<file path="src/hw/rtl/rcr_pkg.sv">
// Shared types and constants for the rectangle canvas rasterizer.
`timescale 1ns / 1ps

package rcr_pkg;

    // Canvas geometry: pixel address is row * MAX_SIDE + col
    localparam int MAX_SIDE = 256;

    // Field widths
    localparam int COORD_W = 20;             // signed Q12.8 coordinate
    localparam int CELL_W  = COORD_W + 1 - 8; // integer part of an edge sum
    localparam int SIDE_W  = 9;              // canvas_width / canvas_height
    localparam int CHAR_W  = 8;
    localparam int IDX_W   = 8;              // read_row / read_col
    localparam int CFG_IDX_W  = 2;
    localparam int CFG_DATA_W = 9;
    localparam int QUEUE_DEPTH = 4;

    // Command codes
    localparam logic [1:0] CMD_DRAW  = 2'd0;
    localparam logic [1:0] CMD_CLEAR = 2'd1;
    localparam logic [1:0] CMD_READ  = 2'd2;

    // Shape kinds
    localparam logic [7:0] KIND_OUTLINE = 8'h72;
    localparam logic [7:0] KIND_FILLED  = 8'h52;

    // Result status codes
    localparam logic [1:0] STATUS_OK      = 2'd0;
    localparam logic [1:0] STATUS_REJECT  = 2'd1;
    localparam logic [1:0] STATUS_OUTSIDE = 2'd2;

    // Configuration register indexes
    localparam logic [CFG_IDX_W-1:0] CFG_WIDTH  = 2'd0;
    localparam logic [CFG_IDX_W-1:0] CFG_HEIGHT = 2'd1;
    localparam logic [CFG_IDX_W-1:0] CFG_BG     = 2'd2;

    typedef enum logic [2:0] {
        JOB_NOP,
        JOB_DRAW,
        JOB_CLEAR,
        JOB_READ,
        JOB_REJECT
    } job_op_t;

    // Decoded command; cx/cy are the first and last covered column/row
    typedef struct packed {
        job_op_t                   op;
        logic                      filled;
        logic [CHAR_W-1:0]         color;
        logic signed [CELL_W-1:0]  cx0;
        logic signed [CELL_W-1:0]  cx1;
        logic signed [CELL_W-1:0]  cy0;
        logic signed [CELL_W-1:0]  cy1;
        logic [IDX_W-1:0]          read_row;
        logic [IDX_W-1:0]          read_col;
    } job_t;

    typedef struct packed {
        logic [SIDE_W-1:0] width;
        logic [SIDE_W-1:0] height;
        logic [CHAR_W-1:0] bg;
    } cfg_t;

    typedef struct packed {
        logic              error_seen;
        logic [CHAR_W-1:0] pixel_value;
        logic [1:0]        status;
    } result_t;

endpackage

</file>
<file path="src/hw/rtl/rcr_queue.sv">
// Short job queue between the front end and the canvas engine.
`timescale 1ns / 1ps

module rcr_queue (
    input  logic          clk,
    input  logic          rst_n,
    input  logic          push,
    input  rcr_pkg::job_t push_job,
    output logic          push_ready,
    input  logic          pop,
    output logic          head_valid,
    output rcr_pkg::job_t head_job
);

    localparam int PW = $clog2(rcr_pkg::QUEUE_DEPTH);

    rcr_pkg::job_t  entry_reg [rcr_pkg::QUEUE_DEPTH];
    logic [PW-1:0]  wr_ptr_reg;
    logic [PW-1:0]  rd_ptr_reg;
    logic [PW:0]    count_reg;

    assign push_ready = (count_reg != (PW+1)'(rcr_pkg::QUEUE_DEPTH));
    assign head_valid = (count_reg != '0);
    assign head_job   = entry_reg[rd_ptr_reg];

    always_ff @(posedge clk or negedge rst_n)
    begin
        if (!rst_n)
        begin
            wr_ptr_reg <= '0;
            rd_ptr_reg <= '0;
            count_reg  <= '0;
        end
        else
        begin
            if (push)
            begin
                wr_ptr_reg <= wr_ptr_reg + 1'b1;
            end
            if (pop)
            begin
                rd_ptr_reg <= rd_ptr_reg + 1'b1;
            end
            if (push && !pop)
            begin
                count_reg <= count_reg + 1'b1;
            end
            else if (pop && !push)
            begin
                count_reg <= count_reg - 1'b1;
            end
        end
    end

    always_ff @(posedge clk)
    begin
        if (push)
        begin
            entry_reg[wr_ptr_reg] <= push_job;
        end
    end

endmodule

</file>
<file path="config.mk">
export PLATFORM = sky130hd
export DESIGN_NAME = rcr_queue
export DESIGN_NICKNAME = d
export VERILOG_FILES = /design/src/hw/rtl/rcr_pkg.sv /design/src/hw/rtl/rcr_queue.sv
export SDC_FILE = /design/constraint.sdc
export NUM_CORES = 1
export LEC_CHECK = 0
export ABC_CLOCK_PERIOD_IN_PS = 2800
export BUFFER_PORTS_ARGS = -buffer_cell sky130_fd_sc_hd__buf_4
export CELL_PAD_IN_SITES_DETAIL_PLACEMENT = 1
export CELL_PAD_IN_SITES_GLOBAL_PLACEMENT = 1
export CORE_MARGIN = 2
export CORE_UTILIZATION = 40
export CTS_BUF_LIST = sky130_fd_sc_hd__clkbuf_4 sky130_fd_sc_hd__clkbuf_8
export CTS_CLUSTER_SIZE = 20
export DETAILED_ROUTE_END_ITERATION = 8
export PLACE_DENSITY = 0.77
export SLEW_MARGIN = 10
export SYNTH_ARGS = -nofsm -noshare
export SYNTH_HDL_FRONTEND = slang
export SYNTH_SLANG_ARGS = --single-unit
</file>
<file path="constraint.sdc">
create_clock -name clk -period 2.8 [get_ports clk]
set_input_delay 0.42 -clock clk [delete_from_list [all_inputs] [get_ports clk]]
set_output_delay 0.42 -clock clk [all_outputs]
set_load 0.01 [all_outputs]
</file>
-- Yosys cells after proc, flatten, opt, wreduce, memory -nomap -nowiden
Memory sizes are Yosys's and may differ from the RTL's.
Cells that the tools add are included.
- memories: 1
- bits in read-only memories: 0
- latch bits: 0
- flip-flop bits (word level): 7
- bits of input ports: 84
- memory bits (writable): 320
- equal/unequal tests: 1
- div/mod/pow operators: 0
- bitwise logic cells: 0
- multiply operators: 0
- shift-type cells: 0
- reduce and logical (&&, ||, !) cells: 6
- $lt $le $gt $ge: 0
- muxes and demuxes: 4
- add/sub/neg operators: 4
- memories (name ; depth ; bits a word ; rd ports ; clocked after memory_dff ; write ports ; line ; source):
    entry_reg ; 4 ; 80 ; 1 ; 0 ; 1 ; rcr_queue.sv:17 ; rcr_pkg::job_t entry_reg [rcr_pkg::QUEUE_DEPTH];
- operators with widths (kind ; number):
    $mux W3 ; 2
    $add A2 B1 Y2 const B ; 2
    $add A3 B1 Y3 const B ; 1
    $ne A3 B3 Y1 const B ; 1
    $reduce_bool A3 Y1 ; 1
    $sub A3 B1 Y3 const B ; 1
    $logic_and A1 B1 Y1 ; 2
    $logic_not A1 Y1 ; 2
    $mux W1 ; 2
    $reduce_bool A2 Y1 ; 1

-- Depth between registers and ports, before layout
- depth after elaboration: 4
- depth in mapped cells: 7
- gate-level depth less buffers: 7

-- Worst setup path before layout
Ideal clock, no wire load.
- path type: reg2reg
- from: register wr_ptr_reg[0]
- to: memory entry_reg[2][0] (netlist bit), enable pin
- setup slack: -0.126 ns
- path buffers: 0
- library setup time: 0.447 ns
- period minus slack after synthesis: 2.926 ns
- stages on the path, launching flop included: 4
- arrival: 2.479 ns
- cells stage by stage: dfrtp_1 inv_1 ha_1 and2_1
- RTL lines (item ; line ; source):
    from (decl) ; rcr_queue.sv:18 ; logic [PW-1:0] wr_ptr_reg;
    from (signal assigned) ; rcr_queue.sv:38 ; wr_ptr_reg <= wr_ptr_reg + 1'b1;
    to (decl) ; rcr_queue.sv:17 ;
Straight into the memory's write port.

==> flow_summary.json <==
{
  "status": "finished clean",
  "setup_violations": 0,
  "num_io_pins": 166,
  "dieArea_um2": 31460,
  "max_clock_freq_mhz": 388.9,
  "design.core.area_um2": 29640,
  "ant_nets": 0,
  "multi_input_area_um2": 2017,
  "synth_top_cell_area_share": 0.7993,
  "path_max_fanout": 42,
  "holdWs_ns": 0.07301,
  "yosys.cell_types.count": 18,
  "power_leakage_nw": 5.093,
  "synth_most_common_cell": "edfxtp_1",
  "grt_max_degree": 46,
  "ys_warn_count": 0,
  "timing_worst_setup_path_type": "reg2out",
  "place_inst": 1009,
  "avgSynthCellArea_um2": 26.54,
  "utilization": 0.4977,
  "area_delta_synth_final_pct": 22.70,
  "rsz0062_at_grt": "no",
  "track_usage": 0.1604,
  "synth_nets": 543,
  "maxSlewHeadroom": 0.6212,
  "cts_setup_buffers": 0,
  "avgRoutedWirePerCell_um": 22.20,
  "cpMaxStageDelayCell": "mux4_1",
  "cp_cell_sequence": "buf_12 > mux4_1 > buf_4",
  "min_period_ns": 2.571,
  "wl_um": 24490,
  "drt-initial-drc-count": 331,
  "num_vias": 5519,
  "clock_latency_ns": 0.54,
  "synth_enable_flop_cells": 320,
  "cts_root_buffer": "clkbuf_8",
  "worstPathArrival_ns": 2.15,
  "max_slew.worst_pin.slew_ns": 0.5682,
  "die_h_um": 177.4,
  "dr.pass1.iters": 4,
  "h-tree-depth": 2,
  "seq_area_frac_synth": 0.8138,
  "endpoint_kind": "primary output",
  "slew_viol_final": 0,
  "peakVddDrop_mv": 0.5309,
  "grt_pass1_wl_um": 37460,
  "synth_commonest_cells": "edfxtp_1, mux4_2, buf_2, buf_12, dfrtp_1",
  "antenna_found_initial": 0,
  "insertedDiodeCount": 0,
  "clk_pin_slew_worst_paths_ns": 0.06,
  "grt_pass1_vias": 6337,
  "clock-skew-final_ns": 0.01090,
  "numCtsBuffers": 53,
  "largest_register_ff_count": 320,
  "slowest_delay_ns": 0.64,
  "die_w_um": 177.4,
  "max_cap_viol_count": 0,
  "globalplace.congestion": 0.6917,
  "drc": 0,
  "finalNonFillerCells": 1103,
  "drive_above_1_share": 0.4881,
  "synthesis.area_um2": 12020,
  "start_kind": "flip-flop",
  "clk_path_buf_depth": 3,
  "dpl.hpwl_um": 15400,
  "synth_area_leaders": "edfxtp_1, mux4_2, dfrtp_1",
  "post-route-period-util": 0.9183,
  "tns_ns": 0,
  "final.fill_count": 2697,
  "synthCells": 453,
  "synthArstFlopShare": 0.02141,
  "synth.largest_area_cell": "edfxtp_1",
  "finalHoldViolCount": 0,
  "io_buffers": 165,
  "hold_class": "in2reg",
  "start_util": 0.4056,
  "cts_tree": "yes",
  "fp-row-count": 63,
  "synth-seq-cells": 327,
  "nets": 765,
  "regArea_um2": 9792,
  "ys.flop_type": "edfxtp_1",
  "grt-ovfl-total": 0,
  "power_density_nw_per_um2": 1040,
  "vias_per_cell": 5.004,
  "cts_resized": 0,
  "crit_required_ns": 2.38,
  "clock_sink_count": 327
}
-- final cells by class --
| class | instances | area share |
|---|---|---|
| Multi-Input combinational cell | 104 | 0.1367 |
| Timing Repair Buffer | 185 | 0.09771 |
| Clock buffer | 67 | 0.05657 |
| Inverter | 4 | 0.001018 |
| Sequential cell | 327 | 0.6638 |
| Clock inverter | 26 | 0.01111 |
| Tap cell | 390 | 0.03308 |
-- what timing repair did --
action	in CTS	in global routing
setup endpoints to repair	0	0
hold endpoints to repair	7	0
hold buffers	1	0
-- metal layers --
metal / routed length, um / vias up / GRT usage
li1: - / 2398 / -
met1: 9719 / 2885 / 0.2010
met2: 12650 / 180 / 0.2735
met3: 1443 / 56 / 0.04177
met4: 669 / 0 / 0.05225
met5: 0 / - / 0
-- placed cells by master (no fill, tap or decap) --
master,instances
buf_12,4
clkinv_2,8
ha_1,5
mux4_1,1
xor2_1,4
dlygate4sd3_1,1
clkinv_1,15
inv_1,4
edfxtp_1,320
xnor2_1,2
nor2_1,2
bufinv_16,2
mux2_2,1
or3_1,1
buf_4,180
dfrtp_1,5
nand2_1,3
o21ai_0,1
clkbuf_4,14
mux4_2,79
clkinvlp_4,1
dfrtp_4,2
and2_4,4
clkbuf_8,53
fa_1,1
-- final timing paths --
path                               start               end  slack [ns]  cells past startpoint
setup / recovery           rd_ptr_reg[0]      head_job[75]        0.23                      3
hold / removal              push_job[77]  entry_reg[1][77]        0.07                      1
setup reg to reg           wr_ptr_reg[0]  entry_reg[0][10]        0.90                      4
hold reg to reg             count_reg[2]      count_reg[2]        0.51                      1
max in group asynchronous          rst_n     rd_ptr_reg[1]        2.41                      2
min in group asynchronous          rst_n     rd_ptr_reg[0]        0.25                      2
-- metrics by stage --
| step | instance area (um2) | power [W] | setup slack (ns) |
|---|---|---|---|
| 6_report | 14750 | 0.01534 | 0.2288 |
| 3_5_place_dp | 13740 | 0.01170 | 0.7467 |
| 5_1_grt | 14750 | 0.01613 | 0.08506 |
| 4_1_cts | 14750 | 0.01563 | 0.1466 |
| 2_1_floorplan | 12030 | 0.009654 | 0.7507 |
| 3_3_place_gp | 13740 | 0.01149 | 0.7804 |
-- cells by family (layout without fill, tap and decap cells) --
kind of cell	count (synthesis)	in the layout	synth area share
flip-flops	327	327	0.8138
multiplexers	81	81	0.1511
buffers and inverters	22	282	0.01925
AND/OR/NAND/NOR	10	10	0.004163
adder cells (fa/ha/maj)	6	6	0.006869
XOR/XNOR	6	6	0.004371
AO/OA/AOI/OAI	1	1	0.0004159
-- worst max-delay path, delay by kind of cell, from the launching register on --
| family | cells | cell delay (ns) |
|---|---|---|
| multiplexers | 1 | 0.64 |
| buffers and inverters | 2 | 0.46 |
| flip-flops | 1 | 0.44 |
-- power by group --
part	switching [W]	leakage [nW]	internal, W
Combinational	0.00236	1.54	0.00242
Clock	0.00174	0.529	0.00213
Sequential	0.000282	3.02	0.00641
(Power assumes the default switching activity.)
