### src/hw/rtl/rcr_pkg.sv
// Shared types and constants for the rectangle canvas rasterizer.
`timescale 1ns / 1ps

package rcr_pkg;

    // Canvas geometry: pixel address is row * MAX_SIDE + col
    localparam int MAX_SIDE = 256;

    // Field widths
    localparam int COORD_W = 20;             // signed Q12.8 coordinate
    localparam int CELL_W  = COORD_W + 1 - 8; // integer part of an edge sum
    localparam int SIDE_W  = 9;              // canvas_width / canvas_height
    localparam int CHAR_W  = 8;
    localparam int IDX_W   = 8;              // read_row / read_col
    localparam int CFG_IDX_W  = 2;
    localparam int CFG_DATA_W = 9;
    localparam int QUEUE_DEPTH = 4;

    // Command codes
    localparam logic [1:0] CMD_DRAW  = 2'd0;
    localparam logic [1:0] CMD_CLEAR = 2'd1;
    localparam logic [1:0] CMD_READ  = 2'd2;

    // Shape kinds
    localparam logic [7:0] KIND_OUTLINE = 8'h72;
    localparam logic [7:0] KIND_FILLED  = 8'h52;

    // Result status codes
    localparam logic [1:0] STATUS_OK      = 2'd0;
    localparam logic [1:0] STATUS_REJECT  = 2'd1;
    localparam logic [1:0] STATUS_OUTSIDE = 2'd2;

    // Configuration register indexes
    localparam logic [CFG_IDX_W-1:0] CFG_WIDTH  = 2'd0;
    localparam logic [CFG_IDX_W-1:0] CFG_HEIGHT = 2'd1;
    localparam logic [CFG_IDX_W-1:0] CFG_BG     = 2'd2;

    typedef enum logic [2:0] {
        JOB_NOP,
        JOB_DRAW,
        JOB_CLEAR,
        JOB_READ,
        JOB_REJECT
    } job_op_t;

    // Decoded command; cx/cy are the first and last covered column/row
    typedef struct packed {
        job_op_t                   op;
        logic                      filled;
        logic [CHAR_W-1:0]         color;
        logic signed [CELL_W-1:0]  cx0;
        logic signed [CELL_W-1:0]  cx1;
        logic signed [CELL_W-1:0]  cy0;
        logic signed [CELL_W-1:0]  cy1;
        logic [IDX_W-1:0]          read_row;
        logic [IDX_W-1:0]          read_col;
    } job_t;

    typedef struct packed {
        logic [SIDE_W-1:0] width;
        logic [SIDE_W-1:0] height;
        logic [CHAR_W-1:0] bg;
    } cfg_t;

    typedef struct packed {
        logic              error_seen;
        logic [CHAR_W-1:0] pixel_value;
        logic [1:0]        status;
    } result_t;

endpackage

### src/hw/rtl/rcr_front.sv
// Front end: accepts commands, validates shapes and converts edges to pixel bounds.
`timescale 1ns / 1ps

module rcr_front (
    input  logic                 clk,
    input  logic                 rst_n,
    input  logic                 s_tvalid,
    output logic                 s_tready,
    input  logic [103:0]         s_tdata,   // pos_x, pos_y, size_w, size_h, paint_char,
                                            // read_row, read_col
    input  logic [9:0]           s_tuser,   // cmd, shape_kind
    output logic                 push,
    output rcr_pkg::job_t        push_job,
    input  logic                 push_ready
);

    logic signed [rcr_pkg::COORD_W-1:0] pos_x;
    logic signed [rcr_pkg::COORD_W-1:0] pos_y;
    logic signed [rcr_pkg::COORD_W-1:0] size_w;
    logic signed [rcr_pkg::COORD_W-1:0] size_h;
    logic [1:0]                         cmd;
    logic [7:0]                         kind;
    logic signed [rcr_pkg::COORD_W:0]   x_lo;
    logic signed [rcr_pkg::COORD_W:0]   x_hi;
    logic signed [rcr_pkg::COORD_W:0]   y_lo;
    logic signed [rcr_pkg::COORD_W:0]   y_hi;
    logic                               shape_ok;
    rcr_pkg::job_t                      job;
    rcr_pkg::job_t                      stage_reg;
    logic                               stage_valid_reg;

    assign cmd    = s_tuser[1:0];
    assign kind   = s_tuser[9:2];
    assign pos_x  = s_tdata[19:0];
    assign pos_y  = s_tdata[39:20];
    assign size_w = s_tdata[59:40];
    assign size_h = s_tdata[79:60];

    // First covered cell is ceil(edge/256), last is floor((edge+size)/256)
    assign x_lo = (rcr_pkg::COORD_W+1)'(pos_x) + 21'sd255;
    assign x_hi = (rcr_pkg::COORD_W+1)'(pos_x) + (rcr_pkg::COORD_W+1)'(size_w);
    assign y_lo = (rcr_pkg::COORD_W+1)'(pos_y) + 21'sd255;
    assign y_hi = (rcr_pkg::COORD_W+1)'(pos_y) + (rcr_pkg::COORD_W+1)'(size_h);

    assign shape_ok = !size_w[rcr_pkg::COORD_W-1] && (size_w != '0)
                   && !size_h[rcr_pkg::COORD_W-1] && (size_h != '0)
                   && (kind == rcr_pkg::KIND_OUTLINE || kind == rcr_pkg::KIND_FILLED);

    always_comb
    begin
        job.filled   = (kind == rcr_pkg::KIND_FILLED);
        job.color    = s_tdata[87:80];
        job.cx0      = x_lo[rcr_pkg::COORD_W:8];
        job.cx1      = x_hi[rcr_pkg::COORD_W:8];
        job.cy0      = y_lo[rcr_pkg::COORD_W:8];
        job.cy1      = y_hi[rcr_pkg::COORD_W:8];
        job.read_row = s_tdata[95:88];
        job.read_col = s_tdata[103:96];
        unique case (cmd)
            rcr_pkg::CMD_DRAW:  job.op = shape_ok ? rcr_pkg::JOB_DRAW : rcr_pkg::JOB_REJECT;
            rcr_pkg::CMD_CLEAR: job.op = rcr_pkg::JOB_CLEAR;
            rcr_pkg::CMD_READ:  job.op = rcr_pkg::JOB_READ;
            default:            job.op = rcr_pkg::JOB_NOP;
        endcase
    end

    assign push     = stage_valid_reg && push_ready;
    assign push_job = stage_reg;
    assign s_tready = !stage_valid_reg || push_ready;

    always_ff @(posedge clk or negedge rst_n)
    begin
        if (!rst_n)
        begin
            stage_valid_reg <= 1'b0;
        end
        else if (s_tvalid && s_tready)
        begin
            stage_valid_reg <= 1'b1;
        end
        else if (push)
        begin
            stage_valid_reg <= 1'b0;
        end
    end

    always_ff @(posedge clk)
    begin
        if (s_tvalid && s_tready)
        begin
            stage_reg <= job;
        end
    end

endmodule

### config.mk
export PLATFORM = sky130hd
export DESIGN_NAME = rcr_front
export DESIGN_NICKNAME = d
export VERILOG_FILES = /design/src/hw/rtl/rcr_pkg.sv /design/src/hw/rtl/rcr_front.sv
export SDC_FILE = /design/constraint.sdc
export NUM_CORES = 1
export LEC_CHECK = 0
export BUFFER_PORTS_ARGS = -buffer_cell sky130_fd_sc_hd__buf_2
export CAP_MARGIN = 25
export CORE_UTILIZATION = 52
export CTS_BUF_LIST = sky130_fd_sc_hd__clkbuf_4 sky130_fd_sc_hd__clkbuf_8 sky130_fd_sc_hd__clkbuf_16
export DETAILED_ROUTE_END_ITERATION = 10
export GPL_TIMING_DRIVEN = 0
export PLACE_DENSITY = 0.85
export SLEW_MARGIN = 10
export SYNTH_ARGS = -nofsm -noshare
export SYNTH_HDL_FRONTEND = slang
export SYNTH_SLANG_ARGS = --single-unit
### constraint.sdc
create_clock -name clk -period 8 [get_ports clk]
set_clock_uncertainty 0.1 [all_clocks]
set_input_delay 1.6 -clock clk [delete_from_list [all_inputs] [get_ports clk]]
set_output_delay 1.6 -clock clk [all_outputs]
set_load 0.03 [all_outputs]
Word-level counts from Yosys, hierarchy flattened
Cells that the tools add are included.
{"block": "totals", "ff_bits": 81, "latchBits": 0, "ram_bits": 0, "romBits": 0, "out_inout_bits": 82, "mem_count": 0}
{"block": "op_classes", "addsub": 4, "multipliers": 0, "div": 0, "magnitude_cmp": 0, "eq_ne": 4, "shift": 0, "n_mux": 4, "bitwise": 0, "n_reduce_logical": 15}
{"op": "$add A20 B20 Y21", "n": 2}
{"op": "$add A20 B9 Y21 const B", "n": 2}
{"op": "$reduce_bool A20 Y1", "n": 2}
{"op": "$eq A8 B7 Y1 const B", "n": 2}
{"op": "$pmux W3 S3", "n": 1}
{"op": "$logic_and A1 B1 Y1", "n": 6}
{"op": "$logic_not A1 Y1", "n": 3}
{"op": "$mux W3", "n": 1}
{"op": "$eq A2 B1 Y1 const B", "n": 1}
{"op": "$eq A2 B2 Y1 const B", "n": 1}
{"op": "$logic_not A2 Y1", "n": 1}
{"op": "$logic_or A1 B1 Y1", "n": 2}
{"op": "$mux W1", "n": 2}
{"op": "$reduce_bool A2 Y1", "n": 1}

Logic depth before layout (Yosys ltp)
{"block": "logic_depth", "word_depth": 7, "depth_mapped": 8, "ltp_nobuf": 7}

Worst setup path before layout
OpenSTA, ideal clock, no wires.
{"block": "synth_path", "kind": "input -> register", "startpoint": "input push_ready", "endpoint": "register stage_reg, in the netlist push_job[0], enable pin", "setup_time_ps": 447, "t_arrival_ps": 3848, "slack_ps": 3605, "path_stages": 2, "path_buffers": 0, "cell_sequence": "nand2b_1 -> and2_1"}
{"block": "synth_between", "elab_chain_len": 2}
{"element": "from (decl)", "line": "rcr_front.sv:14", "text": "input logic push_ready"}
{"element": "$logic_or A1 B1 Y1", "line": "rcr_front.sv:69", "text": "assign s_tready = !stage_valid_reg || push_ready;"}
{"element": "$logic_and A1 B1 Y1", "line": "rcr_front.sv:89", "text": "if (s_tvalid && s_tready)"}
{"element": "to (signal assigned)", "line": "rcr_front.sv:91", "text": "stage_reg <= job;"}
{"element": "to (decl)", "line": "rcr_front.sv:29", "text": "rcr_pkg::job_t stage_reg;"}
Every way passes these cells.
A chain may end at the register's enable or synchronous reset.

Worst setup path after layout
{"block": "layout_path", "startpoint": "input push_ready", "endpoint": "output s_tready"}
{"block": "layout_between", "elab_chain_len": 1}
{"element": "$logic_or A1 B1 Y1", "line": "rcr_front.sv:69"}
{"element": "to (decl)", "line": "rcr_front.sv:8", "text": "output logic s_tready,"}
Every way passes these cells.

==> impl_metrics.ini <==
[floorplanning]
start_util_pct = 54.83
core_um2 = 8382
row_count = 33
die_y_um = 96.01
die_area_um2 = 9218
pin_count = 200
die_w_um = 96.01

[layout]
fillers = 609
area.growth.synth_to_final_pct = 29.57
layout-drive-gt1-share_pct = 37.54
largest_reg_flops = 80
fin_area_um2 = 5954
diodes = 0
fin_nets = 754

[critical_path]
path_class = input port to primary output
crit_arrival_ps = 2080
crit_required_ps = 6300
cp_max_fo = 3
cp-end-kind = primary output
startpoint_type = input port
rrSetupSlack_ps = 6340
r2r_end = push_job[18]
r2r_cells = 3
regToRegStartpoint = stage_valid_reg

[synthesis]
yosysTopAreaCellShare_pct = 52.27
yosys_register_bits = 81
yosys.area.top_type = edfxtp_1
synthMuxAreaShare_pct = 0.2178
syn_nets = 543
ys.flop_type = edfxtp_1
synth_compound_area_share_pct = 13.67
synthAdderAreaFrac_pct = 10.62
ys_warn_count = 0
yosys.area_share.simple_pct = 13.67
mappedNetlistArea_um2 = 4596
ys_types = 51
ys_seq_area_share_pct = 52.82
synth_area_per_cell_um2 = 11.91
synth.area.top_cells = edfxtp_1 52%, ha_1 11%, xnor2_1 5.9%
synth_xor_area_share_pct = 7.623
synthCells = 386
synth_top_family_by_area = compound AO/OA/AOI/OAI gates
ys_async_sr_fraction_pct = 1.235
synth_edf_count = 80

[clocking]
clkLatencyLatePin_ps = 340
post_cts_resized = 0
numCtsBuffers = 9
post_cts_buffers = 0
cts.sinks = 81
root_buffer = clkbuf_8
cts_buffer_depth = 2
path_clk_slew_ps = 90
cts_hold_buffers = 0
cts-htree-levels = 3
cts_tree = built

[grt]
grt_use_total_pct = 25.16
grt_overflow = 0
grt_pass1_vias = 3771
grt_pass1_wl_um = 17480
antenna_found_initial = 0
grt_max_degree = 60

[timing]
worst_pin_slew_ps = 602.3
period_share_pct = 47.21
fmax_mhz = 264.8
fin_ws_ps = 4224
hold_viol = 0
rsz0062_at_grt = false
report.final.slew_viol_count = 0
relSlewSlack_pct = 59.51
setup_violations = 0
final.min_clock_period_ps = 3776
final.setup.tns_ps = 0

[detailed_routing]
routedLengthMet1_um = 4624
wl_um = 11560
wl_met3_um = 936
via_count = 4019
drt_pre_antenna_iters = 5
met2_wirelength_um = 5698
highest_layer = met4
drt_iter0_drc = 214
drcViolationCount = 0
vias_per_cell = 5.685
drt-wirelength-per-cell_um = 16.35
ant_nets = 0

[placement]
numPortBuffers = 199
dp_slack_ps = 4125
placed_area_um2 = 5753
dp_hpwl_um = 9443
globalplace.congestion = 0.9423

[run]
max_cap_viol_count = 0

[hold_path]
hold_start = stage_valid_reg
worstHoldEndpoint = stage_valid_reg
hold_class = flop to flop
whs_path_depth = 2

[power]
leakage_nw = 2.629
vdd_ir_drop_max_uv = 83.43
powerDensity_nw_per_um2 = 186.9
p_total_mw = 1.113

[outcome]
status = finished, final reports clean
[worst max-delay path by stage]
stage                     slack (ps)           end  startpoint
after floorplan                 3610   push_job[0]  push_ready
after global placement          3170  push_job[16]  push_ready
after detailed placement        4130  push_job[49]  s_tdata[5]
after CTS                       4220      s_tready  push_ready
after global routing            4200      s_tready  push_ready
final                           4220      s_tready  push_ready
[Yosys cell counts, drive strengths merged (3+ instances only)]
library cell	instances
edfxtp	80
ha	39
xnor2	31
a21oi	27
nor2	25
nand2	23
nand3	17
a21o	14
nor4	14
o21ai	14
xor2	9
inv	8
nand4	7
and2	6
and3	6
nor2b	6
a21boi	4
a221oi	4
and4	4
nor3	4
o21a	4
a211oi	3
a311oi	3
a41oi	3
clkbuf	3
nand2b	3
o211ai	3
[power breakdown]
group          internal, mW  switching, mW  total, mW
logic                 0.108          0.183      0.291
registers             0.509        0.00739      0.517
clock network         0.147          0.158      0.305
total                 0.764          0.349       1.11
[per-stage QoR]
stage,hold slack (ps),cells,util (%)
finish,511.2,707,71.04
detailed placement,486.7,691,68.64
CTS,508.4,707,71.04
floorplan,596.1,386,-
global placement,393.3,690,68.28
global route,558.7,707,71.04
[routing by layer]
| metal | track usage, % | up-vias |
|---|---|---|
| li1 | - | 1921 |
| met1 | 29.96 | 1846 |
| met2 | 44.15 | 223 |
| met3 | 4.502 | 29 |
| met4 | 11.19 | 0 |
| met5 | 0 | - |
[cell type report]
class	instances	area (µm²)	share of cell area, %
Sequential cell	81	2427	40.76
Multi-Input combinational cell	292	2107	35.39
Timing Repair Buffer	200	1023	17.19
Tap cell	105	131.4	2.206
Clock buffer	9	123.9	2.080
Clock inverter	7	77.57	1.303
Buffer	5	33.78	0.5673
Inverter	8	30.03	0.5043
[critical path, cell delays in order]
cell and delay [ps]:
buf_2 100, nand2b_1 180, buf_2 200
[layout by cell type (no fill, tap or decap), types with 7 or more instances in the layout]
master and count:
a21o_1 12, nand3_1 17, nor4_1 14, ha_1 39
nand2_1 23, nand4_1 7, xnor2_1 31, clkbuf_8 9
a21oi_1 27, o21ai_0 13, nor2_1 25, edfxtp_1 80
inv_1 8, xor2_1 9, buf_2 199
[cells by family (layout without fill, tap and decap cells)]
group	count (synthesis)	after routing
mux	1	1
buf+inv	13	229
xor+xnor	40	40
fa+ha+maj	39	39
simple gates	120	120
compound gates	92	92
flops	81	81
No activity file was read; power rests on OpenSTA's default activity.
